===== src/rtl/core/cti_pkg.sv =====
// Shared constants, codes and beat types of the complex table interpolator.
package cti_pkg;

    localparam int TABLE_DEPTH   = 1024;
    localparam int SAMPLE_WIDTH  = 16;
    localparam int FRACTION_BITS = 16;

    localparam int POS_W       = 32;
    localparam int INT_W       = POS_W - FRACTION_BITS;
    localparam int IDX_W       = $clog2(TABLE_DEPTH);
    localparam int LEN_W       = 11;
    localparam int ENTRY_IDX_W = 10;
    localparam int MODE_W      = 2;
    localparam int CFG_IDX_W   = 1;
    localparam int CFG_DATA_W  = 11;
    localparam int ENTRY_W     = 2 * SAMPLE_WIDTH;
    localparam int PROD_W      = SAMPLE_WIDTH + FRACTION_BITS + 2;
    localparam int NUM_CELLS   = INT_W;

    localparam logic [LEN_W-1:0]         LEN_RESET  = LEN_W'(1024);
    localparam logic [FRACTION_BITS-1:0] FRAC_HALF  =
        FRACTION_BITS'(1) << (FRACTION_BITS - 1);

    localparam logic [CFG_IDX_W-1:0] CFG_TABLE_LENGTH = CFG_IDX_W'(0);
    localparam logic [CFG_IDX_W-1:0] CFG_MODE         = CFG_IDX_W'(1);

    localparam logic [MODE_W-1:0] MODE_FLOOR      = 2'd0;
    localparam logic [MODE_W-1:0] MODE_NEAREST    = 2'd1;
    localparam logic [MODE_W-1:0] MODE_LINEAR     = 2'd2;
    localparam logic [MODE_W-1:0] MODE_LINEAR_ALT = 2'd3;

    typedef enum logic [0:0] {
        OP_LOOKUP = 1'b0,
        OP_WRITE  = 1'b1
    } t_op;

    typedef struct packed {
        t_op                             op;
        logic signed [POS_W-1:0]         position;
        logic [ENTRY_IDX_W-1:0]          entry_index;
        logic signed [SAMPLE_WIDTH-1:0]  entry_real;
        logic signed [SAMPLE_WIDTH-1:0]  entry_imag;
        logic                            last_in;
    } t_in_beat;

    typedef struct packed {
        logic signed [SAMPLE_WIDTH-1:0]  result_real;
        logic signed [SAMPLE_WIDTH-1:0]  result_imag;
        logic                            last_out;
    } t_out_beat;

    typedef struct packed {
        logic                       valid;
        t_op                        op;
        logic                       last;
        logic                       neg;
        logic [FRACTION_BITS-1:0]   frac;
        logic [INT_W-1:0]           dvd;
        logic [LEN_W-1:0]           rem;
        logic [ENTRY_IDX_W-1:0]     widx;
        logic [ENTRY_W-1:0]         wdata;
    } t_cell_beat;

    typedef struct packed {
        logic                       valid;
        logic                       last;
        logic [FRACTION_BITS-1:0]   frac;
        logic [ENTRY_W-1:0]         elo;
        logic [ENTRY_W-1:0]         ehi;
    } t_rd_beat;

    typedef struct packed {
        logic      valid;
        t_out_beat data;
    } t_res_beat;

endpackage


===== src/rtl/core/cti_mod_cell.sv =====
// One cell of the modulo chain: shifts in one position bit and reduces the remainder.
module cti_mod_cell import cti_pkg::*; (
    input  logic             i_clk,
    input  logic             i_rst_n,
    input  logic             i_en,
    input  logic [LEN_W-1:0] i_len,
    input  t_cell_beat       i_beat,
    output t_cell_beat       o_beat
);

    t_cell_beat       r_stage;
    t_cell_beat       n_stage;
    logic [LEN_W:0]   w_trial;
    logic [LEN_W:0]   w_diff;

    always_comb begin
        w_trial = {i_beat.rem, i_beat.dvd[INT_W-1]};
        w_diff  = w_trial - {1'b0, i_len};
        n_stage = i_beat;
        n_stage.dvd = i_beat.dvd << 1;
        if (w_trial >= {1'b0, i_len}) begin
            n_stage.rem = w_diff[LEN_W-1:0];
        end else begin
            n_stage.rem = w_trial[LEN_W-1:0];
        end
    end

    always_ff @(posedge i_clk) begin
        if (!i_rst_n) begin
            r_stage.valid <= 1'b0;
        end else if (i_en) begin
            r_stage.valid <= n_stage.valid;
        end
        if (i_en) begin
            r_stage.op    <= n_stage.op;
            r_stage.last  <= n_stage.last;
            r_stage.neg   <= n_stage.neg;
            r_stage.frac  <= n_stage.frac;
            r_stage.dvd   <= n_stage.dvd;
            r_stage.rem   <= n_stage.rem;
            r_stage.widx  <= n_stage.widx;
            r_stage.wdata <= n_stage.wdata;
        end
    end

    assign o_beat = r_stage;

endmodule


===== config.mk =====
export PLATFORM = sky130hd
export DESIGN_NAME = cti_mod_cell
export DESIGN_NICKNAME = d
export VERILOG_FILES = /design/src/rtl/core/cti_pkg.sv /design/src/rtl/core/cti_mod_cell.sv
export SDC_FILE = /design/constraint.sdc
export NUM_CORES = 1
export LEC_CHECK = 0
export BUFFER_PORTS_ARGS = -buffer_cell sky130_fd_sc_hd__buf_2
export CAP_MARGIN = 5
export CORE_ASPECT_RATIO = 0.7
export CORE_MARGIN = 10
export CORE_UTILIZATION = 44
export CTS_BUF_LIST = sky130_fd_sc_hd__clkbuf_16
export DETAILED_ROUTE_END_ITERATION = 6
export PLACE_DENSITY = 0.91
export SLEW_MARGIN = 40
export SYNTH_ARGS = -nofsm -noshare
export SYNTH_HDL_FRONTEND = slang
export SYNTH_SLANG_ARGS = --single-unit

===== constraint.sdc =====
create_clock -name i_clk -period 3 [get_ports i_clk]
set_input_delay 0.15 -clock i_clk [delete_from_list [all_inputs] [get_ports i_clk]]
set_output_delay 0.15 -clock i_clk [all_outputs]
set_load 0.02 [all_outputs]

==> metrics.txt <==
result of the run finished clean; post-synthesis instance total 199; CTS tree yes; IO buf count 190; endpoint required time on the critical path 3.08 ns; Max H-tree Level 3; mean routed wirelength per cell 20.1 um; pin count of the biggest net entering global routing 89; Vert. Die Dim 93.8 um; Crit Reg-Reg Endpoint o_beat[88]; via count 2820; endpoints failing setup 0; peak ir drop on the vdd network 0.000314 V; Avg Synthesized Cell Area 17.2 sq um; longest individual stage delay on the worst path 0.46 ns; FF+latch count, synth 88; global-route congestion overflow total 0; layout overhead on the synthesized area 60.6%; number of global-route vias before repair 2947; slowest cell on the critical path sky130_fd_sc_hd__o41a_1; most common library cell in the layout ignoring fill and taps sky130_fd_sc_hd__buf_2; total routing resource utilization after global routing 18.6%; count of filler cells inserted in the layout 472; number of buffer and inverter stages on the critical path 2; clock net sink count 88; die width 125 um; layout cell share with drive strength beyond 1 44.8%; clock transition at the register clock pins on the worst setup and hold paths after CTS 0.07 ns; share of the clock period used by the worst path after layout 79.2%; top cell family by delay on the critical path compound AO/OA/AOI/OAI gates; flip-flop count of the largest register, all copies and words added 88; Synth Net Count 314; latest clock arrival within the worst-skew pair 0.33 ns; global-route wire length before repair 17000 um; leading area contributor after synthesis sky130_fd_sc_hd__edfxtp_1; Core Footprint 7450 sq um; critical path peak fanout 7; depth of the worst hold-timing path 1; Synth warnings 0; length in cells of the worst reg-to-reg path 2; end point of the worst hold path o_beat[14]; power density relative to cell area 585 nW/um^2; total iterations of the first detailed-routing run 5; leakage dissipation 2.41 nW; post-route setup TNS 0 ns; worst flop-to-flop path startpoint o_beat[88]; minimum clock period after layout 2.38 ns; CTS Buf Count 9; post-synthesis sequential area ratio 76.8%; critical path type in -> reg; clock skew 0 ns; post-DP HPWL 8090 um; total wire length 11500 um; number of flops mapped to enable cells by yosys 87; final hold viol count 0; area enclosed by the die boundary 11800 sq um; DRC violations left 0; fraction of synthesized cell area taken by the top area cell type 76.2%; worst reg2reg setup slack 2.40 ns; number of I/O pins 192; critical path cell sequence buf_2, inv_1, ha_1, fa_1, and2b_1, o22ai_1, a311o_1, o21a_1, o41a_1; Routed Antenna Nets 0; leading cell types in the layout, fill and taps excluded 189 x sky130_fd_sc_hd__buf_2, 87 x sky130_fd_sc_hd__edfxtp_1, 72 x sky130_fd_sc_hd__dlygate4sd3_1; final weighted congestion in routability-driven placement 0.888; timing-limited maximum frequency 421 MHz; Util after Layout 73.9%; post-CTS setup buffer count 0; signal arrival time at the worst endpoint 2.45 ns; starting density of the core 46.0%; Max Cap Viol 0; ys async rst share 0%; worst min-delay path startpoint i_beat[14]; number of design-rule violations left by the first detailed-router iteration 190; antenna violations before repair 1; count of cell types in the netlist 42; cell chosen for the clock root sky130_fd_sc_hd__clkbuf_16; max-slew violation total from the final report 0; layout net count 583; Vias per Instance 4.93; buffer depth of the longest clock path 2; Worst slew margin 46.9%; type of element launching the critical path primary input; Cell Rows 26; Post-Syn Area 3430 sq um; Synth Flop Type sky130_fd_sc_hd__edfxtp_1; cell types with the largest area share after synthesis sky130_fd_sc_hd__edfxtp_1 76%, sky130_fd_sc_hd__ha_1 4.0%, sky130_fd_sc_hd__inv_1 1.8%; nature of the critical path endpoint flop; slew at the pin with the worst max-slew slack 0.797 ns; Hold WC Path Type in -> reg; setup repair after global routing missed its margin no
## per-layer routing
layer	track usage (%)	wire, um	vias up
li1	-	-	1315
met4	4.21	124	0
met3	5.81	807	10
met2	33.4	6030	141
met1	21.3	4540	1354
met5	0	0	-
## through the flow
step | cell area (sq um) | setup WS [ns] | cells | hold WS (ns) | total power, mW
2_1_floorplan | 3430 | 0.555 | 199 | 0.249 | 1.81
3_3_place_gp | 4480 | 0.346 | 483 | 0.326 | 2.02
3_5_place_dp | 4480 | 0.283 | 483 | 0.328 | 2.04
4_1_cts | 5450 | 0.657 | 566 | 0.000665 | 3.24
5_1_grt | 5510 | 0.464 | 572 | 0.00368 | 3.35
6_report | 5510 | 0.623 | 572 | 0.0145 | 3.22
## logic make-up after synthesis
family | after synthesis | synth area share (%)
flops | 88 | 76.8
compound gates | 40 | 8.51
simple gates | 29 | 4.75
buf+inv | 20 | 2.52
fa+ha+maj | 12 | 4.60
mux | 7 | 2.19
xor+xnor | 2 | 0.511
other cells | 1 | 0.109
## what timing repair did
action                                 CTS  global route
hold buffers                            67             5
endpoints found under the hold margin   67             5
resized for setup                        0             0
## area by class of cell
| cell class | instances | area [sq um] | area share (%) |
|---|---|---|---|
| repair buffers | 262 | 1680 | 30.5 |
| clock buffers | 9 | 225 | 4.09 |
| inverters | 16 | 60.1 | 1.09 |
| clock inverters | 7 | 76.3 | 1.39 |
| well taps | 98 | 123 | 2.23 |
| multi-input cells | 91 | 708 | 12.9 |
| diodes | 1 | 2.50 | 0.0455 |
| flip-flops and latches | 88 | 2630 | 47.8 |
## worst max-delay path by stage
stage | endpoint | depth (start not counted) | startpoint
final | o_beat[51] | 9 | i_beat[68]
after global routing | o_beat[46] | 9 | i_beat[68]
after CTS | o_beat[45] | 9 | i_beat[68]
after detailed placement | o_beat[46] | 9 | i_beat[68]
after global placement | o_beat[51] | 9 | i_beat[68]
after floorplan | o_beat[51] | 9 | i_beat[68]
## where the power goes
group | switching, mW | internal, mW
Combinational | 0.344 | 0.249
Sequential | 0.0301 | 1.48
Clock | 0.468 | 0.654
## synth_stat cells (all sizes together), types with 3 or more instances
cell and instances:
o211ai 6, ha 11, o31a 3, o21a 6, nand2 4, nor2b 3
o31ai 5, mux2 4, edfxtp 87, nor3 5, o21ai 7, inv 16
a21oi 4, nor2 5, mux2i 3
No activity file was read; power rests on OpenSTA's default activity.
