**src/rtl/core/cti_pkg.sv**
```systemverilog
// Shared constants, codes and beat types of the complex table interpolator.
package cti_pkg;

    localparam int TABLE_DEPTH   = 1024;
    localparam int SAMPLE_WIDTH  = 16;
    localparam int FRACTION_BITS = 16;

    localparam int POS_W       = 32;
    localparam int INT_W       = POS_W - FRACTION_BITS;
    localparam int IDX_W       = $clog2(TABLE_DEPTH);
    localparam int LEN_W       = 11;
    localparam int ENTRY_IDX_W = 10;
    localparam int MODE_W      = 2;
    localparam int CFG_IDX_W   = 1;
    localparam int CFG_DATA_W  = 11;
    localparam int ENTRY_W     = 2 * SAMPLE_WIDTH;
    localparam int PROD_W      = SAMPLE_WIDTH + FRACTION_BITS + 2;
    localparam int NUM_CELLS   = INT_W;

    localparam logic [LEN_W-1:0]         LEN_RESET  = LEN_W'(1024);
    localparam logic [FRACTION_BITS-1:0] FRAC_HALF  =
        FRACTION_BITS'(1) << (FRACTION_BITS - 1);

    localparam logic [CFG_IDX_W-1:0] CFG_TABLE_LENGTH = CFG_IDX_W'(0);
    localparam logic [CFG_IDX_W-1:0] CFG_MODE         = CFG_IDX_W'(1);

    localparam logic [MODE_W-1:0] MODE_FLOOR      = 2'd0;
    localparam logic [MODE_W-1:0] MODE_NEAREST    = 2'd1;
    localparam logic [MODE_W-1:0] MODE_LINEAR     = 2'd2;
    localparam logic [MODE_W-1:0] MODE_LINEAR_ALT = 2'd3;

    typedef enum logic [0:0] {
        OP_LOOKUP = 1'b0,
        OP_WRITE  = 1'b1
    } t_op;

    typedef struct packed {
        t_op                             op;
        logic signed [POS_W-1:0]         position;
        logic [ENTRY_IDX_W-1:0]          entry_index;
        logic signed [SAMPLE_WIDTH-1:0]  entry_real;
        logic signed [SAMPLE_WIDTH-1:0]  entry_imag;
        logic                            last_in;
    } t_in_beat;

    typedef struct packed {
        logic signed [SAMPLE_WIDTH-1:0]  result_real;
        logic signed [SAMPLE_WIDTH-1:0]  result_imag;
        logic                            last_out;
    } t_out_beat;

    typedef struct packed {
        logic                       valid;
        t_op                        op;
        logic                       last;
        logic                       neg;
        logic [FRACTION_BITS-1:0]   frac;
        logic [INT_W-1:0]           dvd;
        logic [LEN_W-1:0]           rem;
        logic [ENTRY_IDX_W-1:0]     widx;
        logic [ENTRY_W-1:0]         wdata;
    } t_cell_beat;

    typedef struct packed {
        logic                       valid;
        logic                       last;
        logic [FRACTION_BITS-1:0]   frac;
        logic [ENTRY_W-1:0]         elo;
        logic [ENTRY_W-1:0]         ehi;
    } t_rd_beat;

    typedef struct packed {
        logic      valid;
        t_out_beat data;
    } t_res_beat;

endpackage

```
**src/rtl/core/cti_interp.sv**
```systemverilog
// Mode selection, fraction multiply and final add of the real and imaginary parts.
module cti_interp import cti_pkg::*; (
    input  logic              i_clk,
    input  logic              i_rst_n,
    input  logic              i_en,
    input  logic [MODE_W-1:0] i_mode,
    input  t_rd_beat          i_beat,
    output t_res_beat         o_res
);

    logic                           r_c_valid;
    logic                           r_c_last;
    logic signed [SAMPLE_WIDTH-1:0] r_c_base_re;
    logic signed [SAMPLE_WIDTH-1:0] r_c_base_im;
    logic signed [PROD_W-1:0]       r_c_prod_re;
    logic signed [PROD_W-1:0]       r_c_prod_im;

    logic signed [SAMPLE_WIDTH-1:0] w_lo_re;
    logic signed [SAMPLE_WIDTH-1:0] w_lo_im;
    logic signed [SAMPLE_WIDTH-1:0] w_hi_re;
    logic signed [SAMPLE_WIDTH-1:0] w_hi_im;
    logic signed [SAMPLE_WIDTH:0]   w_diff_re;
    logic signed [SAMPLE_WIDTH:0]   w_diff_im;
    logic signed [FRACTION_BITS:0]  w_frac;
    logic signed [SAMPLE_WIDTH-1:0] n_base_re;
    logic signed [SAMPLE_WIDTH-1:0] n_base_im;
    logic signed [PROD_W-1:0]       n_prod_re;
    logic signed [PROD_W-1:0]       n_prod_im;
    logic signed [PROD_W-1:0]       w_sum_re;
    logic signed [PROD_W-1:0]       w_sum_im;

    always_comb begin
        w_lo_re   = i_beat.elo[SAMPLE_WIDTH-1:0];
        w_lo_im   = i_beat.elo[ENTRY_W-1:SAMPLE_WIDTH];
        w_hi_re   = i_beat.ehi[SAMPLE_WIDTH-1:0];
        w_hi_im   = i_beat.ehi[ENTRY_W-1:SAMPLE_WIDTH];
        w_diff_re = (SAMPLE_WIDTH + 1)'(w_hi_re) - (SAMPLE_WIDTH + 1)'(w_lo_re);
        w_diff_im = (SAMPLE_WIDTH + 1)'(w_hi_im) - (SAMPLE_WIDTH + 1)'(w_lo_im);
        w_frac    = $signed({1'b0, i_beat.frac});
        n_base_re = w_lo_re;
        n_base_im = w_lo_im;
        n_prod_re = '0;
        n_prod_im = '0;
        unique case (i_mode)
            MODE_FLOOR: begin
            end
            MODE_NEAREST: begin
                if (i_beat.frac > FRAC_HALF) begin
                    n_base_re = w_hi_re;
                    n_base_im = w_hi_im;
                end
            end
            MODE_LINEAR, MODE_LINEAR_ALT: begin
                n_prod_re = w_frac * w_diff_re;
                n_prod_im = w_frac * w_diff_im;
            end
            default: begin
            end
        endcase
    end

    always_ff @(posedge i_clk) begin
        if (!i_rst_n) begin
            r_c_valid <= 1'b0;
        end else if (i_en) begin
            r_c_valid <= i_beat.valid;
        end
    end

    always_ff @(posedge i_clk) begin
        if (i_en) begin
            r_c_last    <= i_beat.last;
            r_c_base_re <= n_base_re;
            r_c_base_im <= n_base_im;
            r_c_prod_re <= n_prod_re;
            r_c_prod_im <= n_prod_im;
        end
    end

    always_comb begin
        w_sum_re = PROD_W'(r_c_base_re) + (r_c_prod_re >>> FRACTION_BITS);
        w_sum_im = PROD_W'(r_c_base_im) + (r_c_prod_im >>> FRACTION_BITS);
        o_res.valid            = r_c_valid;
        o_res.data.result_real = w_sum_re[SAMPLE_WIDTH-1:0];
        o_res.data.result_imag = w_sum_im[SAMPLE_WIDTH-1:0];
        o_res.data.last_out    = r_c_last;
    end

endmodule

```
**config.mk**
```make
export PLATFORM = sky130hd
export DESIGN_NAME = cti_interp
export DESIGN_NICKNAME = d
export VERILOG_FILES = /design/src/rtl/core/cti_pkg.sv /design/src/rtl/core/cti_interp.sv
export SDC_FILE = /design/constraint.sdc
export NUM_CORES = 1
export LEC_CHECK = 0
export BUFFER_PORTS_ARGS = -buffer_cell sky130_fd_sc_hd__buf_2
export CAP_MARGIN = 5
export CORE_AREA = 10 10 183 254
export CTS_CLUSTER_DIAMETER = 120
export DETAILED_ROUTE_END_ITERATION = 16
export DIE_AREA = 0 0 193 264
export HOLD_SLACK_MARGIN = 0.08
export PLACE_DENSITY = 0.72
export SYNTH_ARGS = -nofsm -noshare
export SYNTH_HDL_FRONTEND = slang
export SYNTH_SLANG_ARGS = --single-unit
export TNS_END_PERCENT = 30
```
**constraint.sdc**
```tcl
create_clock -name i_clk -period 8.4 [get_ports i_clk]
set_input_delay 1.68 -clock i_clk [delete_from_list [all_inputs] [get_ports i_clk]]
set_output_delay 1.68 -clock i_clk [all_outputs]
set_load 0.01 [all_outputs]
```
==> impl.org, run 1 <==
** CTS
- Number of buffers on the longest clock path :: 2
- Clock tree from TritonCTS :: done
- Number of sinks on the clock net :: 66
- Number of clock buffers inserted by TritonCTS :: 9
- Clk_lat worst skew :: 0.34 ns
- The H-tree was split into 3 levels.
- The number of hold buffers added after CTS was 0.
- Clock-pin slew was measured on the worst setup and hold paths at 0.06 ns.
- Root Driver :: sky130_fd_sc_hd__clkbuf_16

** Floorplan
- Floorplan die area :: 51,000 µm²
- The initialized floorplan defines 89 standard-cell rows.
- Core area :: 41,800 µm²
- The die is 193 µm wide.
- Starting density of the core :: 0.545
- 121 I/O pins were placed.
- Die span in y :: 264 µm

** Placement
- At the end of routability-driven placement, the weighted congestion stood at 0.900.
- IO Port Bufs :: 120
- Half-perimeter wire length after placement :: 47,600 µm
- OpenSTA, run right after detailed placement, puts the worst setup slack at -0.967 ns.

** Synth
- Portion of synthesized cell area occupied by the leading cell type :: 0.369
- Area contributors post-synth :: sky130_fd_sc_hd__fa_1, sky130_fd_sc_hd__ha_1, sky130_fd_sc_hd__inv_1
- Among all flip-flop cells after synthesis, the most frequent one is sky130_fd_sc_hd__edfxtp_1.
- Counting flops with a built-in enable in the synthesized netlist gives 65.
- Synthesis produced a netlist with a net count of 3,348.
- The cell count after synthesis came out at 2,553.
- The largest total area in the synthesized netlist belongs to sky130_fd_sc_hd__fa_1.
- Async S/R FF share, synth :: 0
- Sequential area share after synthesis :: 0.0866
- For this run, the number of Yosys warnings is 0.
- Synthesis inferred 66 register bits.
- Counting distinct cell types in the post-synthesis netlist gives 65.
- In this run the mean area of a mapped cell was 8.92 µm².
- Synthesized area :: 22,800 µm²

** Global routing
- In the global route stage, overall resource usage came out at 0.236.
- Initial antenna violation count :: 4
- The number of global-route vias before repair is 20,300.
- First-pass GRT wire length :: 97,400 µm
- Entering global routing, the biggest net connects 67 pins.
- Global routing finished with a remaining overflow of 0.

** Status
- Violated checks :: setup timing
- Status :: finished, violations left

** Final layout
- Fill cells in the final layout number 3,407.
- Register area :: 1970 µm²
- Summing all multi-input logic gate instances after layout gives 18,900 µm².
- Total Nets Final :: 3,632
- Area grow syn2layout :: 17.9%
- Of the cells placed in the final design, the portion with a size suffix greater than 1 is 0.192.

** Job
- Max cap viols :: 0

** Critical path
- Slowest cell on the critical path :: sky130_fd_sc_hd__fa_1
- The setup path with the least slack is of type input port to flop.
- Launching element type of the critical path :: input port
- CP Data Required Time :: 8.50 ns
- The largest single stage delay on the critical path is 0.55 ns.
- Cell class contributing the biggest share of worst-path delay :: adder cells
- In this run the worst path has a maximum fanout of 3.
- STA classifies the critical path endpoint as a flop.
- Counting stages on the worst path, the most repeated cell is sky130_fd_sc_hd__fa_1.
- Counting both buffers and inverters, the worst setup path holds a total of 7.
- Arrival time at the worst endpoint :: 8.86 ns

** Routing
- Once detail routing completed, the nets flagged for antenna violations numbered 0.
- Summing over every cut layer, the via total after detailed routing is 18,100.
- Vias per inst :: 5.34
- After detailed routing, the total wire length is 59,100 µm.
- Wire length per cell :: 17.4 µm
- In this run, the number of DRC markers left after iteration 0 of detailed routing was 804.
- In the routed design, unresolved DRC markers number 0.
- The first detailed-routing pass ran for 5 iterations.

** Hold path
- Path type of the worst min-delay path :: flop to flop

** Timing
- For the pin with the worst max-slew slack, the measured transition is 1.14 ns.
- Of the available clock period, the critical path in the final layout requires 1.04.
- The max-slew violation count came to 0.
- RSZ-0062 raised after global routing :: true
- Peak clock frequency supported by timing :: 0.114 GHz
- Setup violations remaining at the end of the flow were counted as 19.
- Smallest setup slack after layout :: -0.354 ns
- Hold Vio Cnt, Final :: 0
- The worst pin sits at a relative slew slack of 0.237.
- The smallest clock period supported by the final layout is computed as 8.75 ns.
- The clock arrives with 0 ns of skew.
==> worst paths after layout <==
kind | end | depth (start not counted) | slack [ns] | from
max reg2reg | r_c_valid | 2 | 7.80 | r_c_valid
max | r_c_prod_im[29] | 31 | -0.35 | i_beat[49]
min | r_c_valid | 2 | 0.53 | r_c_valid
min reg2reg | r_c_valid | 2 | 0.53 | r_c_valid
==> repair_timing <==
| action | in CTS | in global routing |
|---|---|---|
| pin swaps | 63 | 44 |
| setup endpoints to repair | 30 | 28 |
| resized for setup | 89 | 34 |
| buffers inserted | 23 | 10 |
| cloned | 1 | 0 |
==> state kept, by name, summed over array words and instances (netlist names) <==
register / flops
r_c_base_re: 16
r_c_prod_re: 16
r_c_prod_im: 16
r_c_last: 1
r_c_base_im: 16
r_c_valid: 1
==> through the flow <==
stage	instances	TNS [ns]	hold slack (ns)	util	area, µm²
after floorplan	2553	-1.81	0.484	-	23000
after global placement	3340	-18.71	0.490	0.615	25700
after detailed placement	3340	-21.75	0.519	0.615	25700
after CTS	3379	-2.80	0.533	0.637	26600
after global routing	3392	-9.45	0.553	0.643	26900
final	3392	-3.26	0.533	0.643	26900
==> metal layers <==
layer	routed length, µm	up-vias	track usage
met5	0	-	0
met4	2560	0	0.0919
met3	2210	172	0.0268
met2	32700	453	0.453
met1	21600	9168	0.253
li1	-	8326	-
==> worst reg2reg max path: stages, from the launching register on <==
cell,delay (ns)
sky130_fd_sc_hd__dfxtp_1,0.31
sky130_fd_sc_hd__mux2i_1,0.12
sky130_fd_sc_hd__nor2b_1,0.06
==> cell families after synthesis <==
kind of cell	Yosys count	share of synthesized area
XOR/XNOR	82	0.0319
multiplexers	33	0.0160
buffers and inverters	704	0.117
AO/OA/AOI/OAI	193	0.0572
adder cells (fa/ha/maj)	708	0.528
flip-flops	66	0.0866
AND/OR/NAND/NOR	767	0.164
==> cells in the final DEF, fill, tap and decap left out, types with 12 or more instances in the layout <==
master,count
sky130_fd_sc_hd__nand2_1,331
sky130_fd_sc_hd__buf_4,236
sky130_fd_sc_hd__nand3_1,17
sky130_fd_sc_hd__o21ai_0,25
sky130_fd_sc_hd__ha_1,274
sky130_fd_sc_hd__xnor2_1,57
sky130_fd_sc_hd__o21a_1,14
sky130_fd_sc_hd__a21oi_1,42
sky130_fd_sc_hd__buf_6,15
sky130_fd_sc_hd__nor2b_1,69
sky130_fd_sc_hd__nand4_1,12
sky130_fd_sc_hd__nand2b_1,21
sky130_fd_sc_hd__ha_4,13
sky130_fd_sc_hd__buf_2,115
sky130_fd_sc_hd__inv_1,590
sky130_fd_sc_hd__mux2_2,28
sky130_fd_sc_hd__fa_1,414
sky130_fd_sc_hd__nor2_1,74
sky130_fd_sc_hd__and2_1,159
sky130_fd_sc_hd__nor3_1,27
sky130_fd_sc_hd__edfxtp_1,65
sky130_fd_sc_hd__a21o_1,16
==> synth_stat cells, types with 29 or more instances <==
| cell type | instances |
|---|---|
| sky130_fd_sc_hd__a21oi_1 | 55 |
| sky130_fd_sc_hd__and2_1 | 164 |
| sky130_fd_sc_hd__clkbuf_1 | 94 |
| sky130_fd_sc_hd__edfxtp_1 | 65 |
| sky130_fd_sc_hd__fa_1 | 420 |
| sky130_fd_sc_hd__ha_1 | 288 |
| sky130_fd_sc_hd__inv_1 | 599 |
| sky130_fd_sc_hd__nand2_1 | 337 |
| sky130_fd_sc_hd__nor2_1 | 77 |
| sky130_fd_sc_hd__nor2b_1 | 73 |
| sky130_fd_sc_hd__nor3_1 | 29 |
| sky130_fd_sc_hd__xnor2_1 | 67 |
==> layout make-up <==
cell class / instances / share of cell area
diodes: 4 / 0.000373
clock buffers: 11 / 0.00904
clock inverters: 5 / 0.00116
inverters: 600 / 0.0850
multi-input cells: 1784 / 0.705
flip-flops and latches: 66 / 0.0734
well taps: 546 / 0.0254
repair buffers: 376 / 0.101
Power of run 1 is not shown: default switching activity piles up to over one toggle a cycle in this logic, so the estimate is an artifact.
==> run 2: changes to the inputs <==
CELL_PAD_IN_SITES_DETAIL_PLACEMENT = 0   (was not set)
CELL_PAD_IN_SITES_GLOBAL_PLACEMENT = 1   (was not set)
CORE_AREA = 10 10 202 280   (was 10 10 183 254)
DIE_AREA = 0 0 212 290   (was 0 0 193 264)
PLACE_DENSITY = 0.76   (was 0.72)
==> impl.org, run 2 (same netlist as run 1, synthesis figures left out) <==
** CTS
- Hold buffers post-CTS :: 0
- CTS clk-pin slew, worst paths :: 0.07 ns
- CTS saw 66 sinks.
- In this run the deepest clock path goes through 2 buffers.
- Clk_lat worst skew :: 0.36 ns
- Number of clock buffers inserted by TritonCTS :: 9
- The clock tree synthesis step divided the H-tree into 3 levels.
- Clock tree from TritonCTS :: done
- The tree is rooted in a sky130_fd_sc_hd__clkbuf_16.

** Routing
- Number of optimization iterations in the first detailed-route pass :: 5
- Dividing the detail-routed wire length by the instance count gives 18.6 µm.
- The detailed router placed 18,200 vias in this run.
- Routed Wire Length :: 65,400 µm
- Vias per inst :: 5.19
- DRC violations left :: 0
- The count of nets left with antenna violations once routing finished came out at 0.
- The first routing iteration left 877 violations.

** Hold path
- The startpoint identified for the worst hold timing path is r_c_valid.
- Path type of the worst min-delay path :: flop to flop
- The path with the worst hold slack has its endpoint at r_c_valid.
- Hold path cells :: 2

** Critical path
- STA classifies the critical path endpoint as a flop.
- The critical path contains buffers and inverters numbering 8 combined.
- Worst R2R End :: r_c_valid
- The worst setup path is launched from an input port.
- Setup slack on the worst flop-to-flop path :: 7.78 ns
- Cell repeated most along the worst path :: sky130_fd_sc_hd__fa_2
- Among cell families on the critical path, the largest total delay comes from adder cells.
- Peak fanout along the critical path :: 3
- R2R cell count :: 2
- In this run the critical register-to-register path is launched from r_c_valid.
- Slowest cell on the critical path :: sky130_fd_sc_hd__fa_1
- For the worst setup path, the data required time is 8.52 ns.
- Data arrives at the worst endpoint at 8.79 ns.
- On the worst path, the slowest cell contributes a delay of 0.56 ns.
- Start-to-end type of the worst setup path :: input port to flop

** Final layout
- Area of the multi-input gates :: 19,000 µm²
- Total Nets Final :: 3,650
- The area growth from synthesis to layout is 19.7%.
- Fraction of layout instances using a drive strength above 1 :: 0.207
- In the layout the commonest cells are sky130_fd_sc_hd__inv_1, sky130_fd_sc_hd__fa_1, sky130_fd_sc_hd__nand2_1, sky130_fd_sc_hd__ha_1, sky130_fd_sc_hd__buf_4.
- After filler insertion, the fill cell instance count of the layout stands at 4,738.
- The sequential cells in the finished layout cover a total of 1970 µm².
- Most common cell after layout, fill and taps aside :: sky130_fd_sc_hd__inv_1

** Floorplan
- The die is 290 µm tall.
- Floorplan die width :: 212 µm
- Ports :: 121
- Starting density of the core :: 0.445
- Number of cell rows :: 98
- Core area :: 51,100 µm²
- Floorplan die area :: 61,500 µm²

** Global routing
- Maximum number of pins on one net before global-route repair :: 67
- The first global-routing pass estimated 105,000 µm of wire.
- Overflow left after global routing :: 0
- The number of global-route vias before repair is 20,100.
- The number of antenna violations at the first check in global routing is 3.
- Overall fraction of global-route tracks in use :: 0.216

** Placement
- IO Port Bufs :: 120
- Gp weighted congestion :: 0.881
- Pre-CTS setup slack :: -1.02 ns
- Detailed placement finished with a half-perimeter wire length of 53,800 µm.

** Timing
- At the pin with the least slew margin, the transition time is 0.971 ns.
- Clock period minus final worst setup slack :: 8.67 ns
- Headroom to the max-slew limit came out at 0.353.
- Final worst-path cycle share :: 1.03
- Setup repair after global routing could not meet its margin everywhere.
- Peak clock frequency supported by timing :: 0.115 GHz
- After layout, the worst setup slack is -0.274 ns.
- The number of hold violations in the final report came to 0.
- Fin. max-slew vios :: 0
- Setup violations remaining at the end of the flow were counted as 21.
- Across the routed clock network, the largest skew measured is 0 ns.

** Status
- The run finished, with violations left.
- The checks that failed: setup timing.

** Job
- The tool flagged a number of max-cap violations equal to 0.
## run 2: cell count changes in the layout (fill, tap and decap cells not counted), moves of 4 or more
| cell | delta |
|---|---|
| sky130_fd_sc_hd__buf_12 | +4 |
| sky130_fd_sc_hd__buf_4 | +22 |
| sky130_fd_sc_hd__buf_6 | -7 |
| sky130_fd_sc_hd__fa_1 | -4 |
| sky130_fd_sc_hd__fa_2 | +4 |
| sky130_fd_sc_hd__ha_1 | -7 |
| sky130_fd_sc_hd__ha_4 | +4 |
| sky130_fd_sc_hd__inv_1 | -8 |
| sky130_fd_sc_hd__inv_2 | +8 |
| sky130_fd_sc_hd__nor2_1 | -5 |
| sky130_fd_sc_hd__nor2_2 | +4 |
| sky130_fd_sc_hd__xnor2_1 | -4 |
| sky130_fd_sc_hd__xnor2_2 | +5 |
## run 2: final cells by class
| type | count | area share |
|---|---|---|
| Clock buffer | 9 | 0.00826 |
| Timing Repair Buffer | 395 | 0.105 |
| Tap cell | 650 | 0.0298 |
| Clock inverter | 7 | 0.00285 |
| Antenna cell | 1 | 0.0000918 |
| Multi-Input combinational cell | 1783 | 0.698 |
| Sequential cell | 66 | 0.0723 |
| Inverter | 600 | 0.0837 |
## run 2: worst max path at each step
stage / startpoint / end / slack (ns) / cells after the start
floorplan: i_beat[16] / r_c_prod_im[29] / -0.34 / 31
global placement: i_beat[0] / r_c_prod_re[25] / -0.89 / 33
detailed placement: i_beat[0] / r_c_prod_re[31] / -1.02 / 33
CTS: i_beat[49] / r_c_prod_im[29] / -0.23 / 30
global route: i_beat[0] / r_c_prod_re[31] / -0.52 / 33
finish: i_beat[0] / r_c_prod_re[31] / -0.27 / 33
## run 2: metal layers
layer  global-route usage  vias up  part of all wire
li1                     -     8365                 -
met1                0.238     9325              0.37
met2                0.415      424              0.56
met3               0.0161      112             0.033
met4               0.0827        0             0.037
met5                    0        -                 0
## run 2: tightest hold or removal path, cell delays in order, from the launching register on
cell and delay [ns]:
sky130_fd_sc_hd__dfxtp_1 0.33, sky130_fd_sc_hd__mux2i_1 0.07, sky130_fd_sc_hd__nor2b_1 0.10
## run 2: per-stage QoR
stage	TNS, ns	instances	utilization	hold WS [ns]	area (µm²)
floorplan	-1.81	2553	-	0.484	23000
global placement	-18.61	3463	0.508	0.494	26000
detailed placement	-21.07	3463	0.508	0.528	26000
CTS	-1.92	3502	0.526	0.547	26900
global route	-8.66	3510	0.533	0.623	27300
finish	-2.63	3511	0.533	0.541	27300
## run 2: what timing repair did
action / CTS / global route
pin swaps: 72 / 50
setup buffers: 24 / 8
setup endpoints to repair: 26 / 28
resized for setup: 91 / 60
Power of run 2 is left out for the same reason.
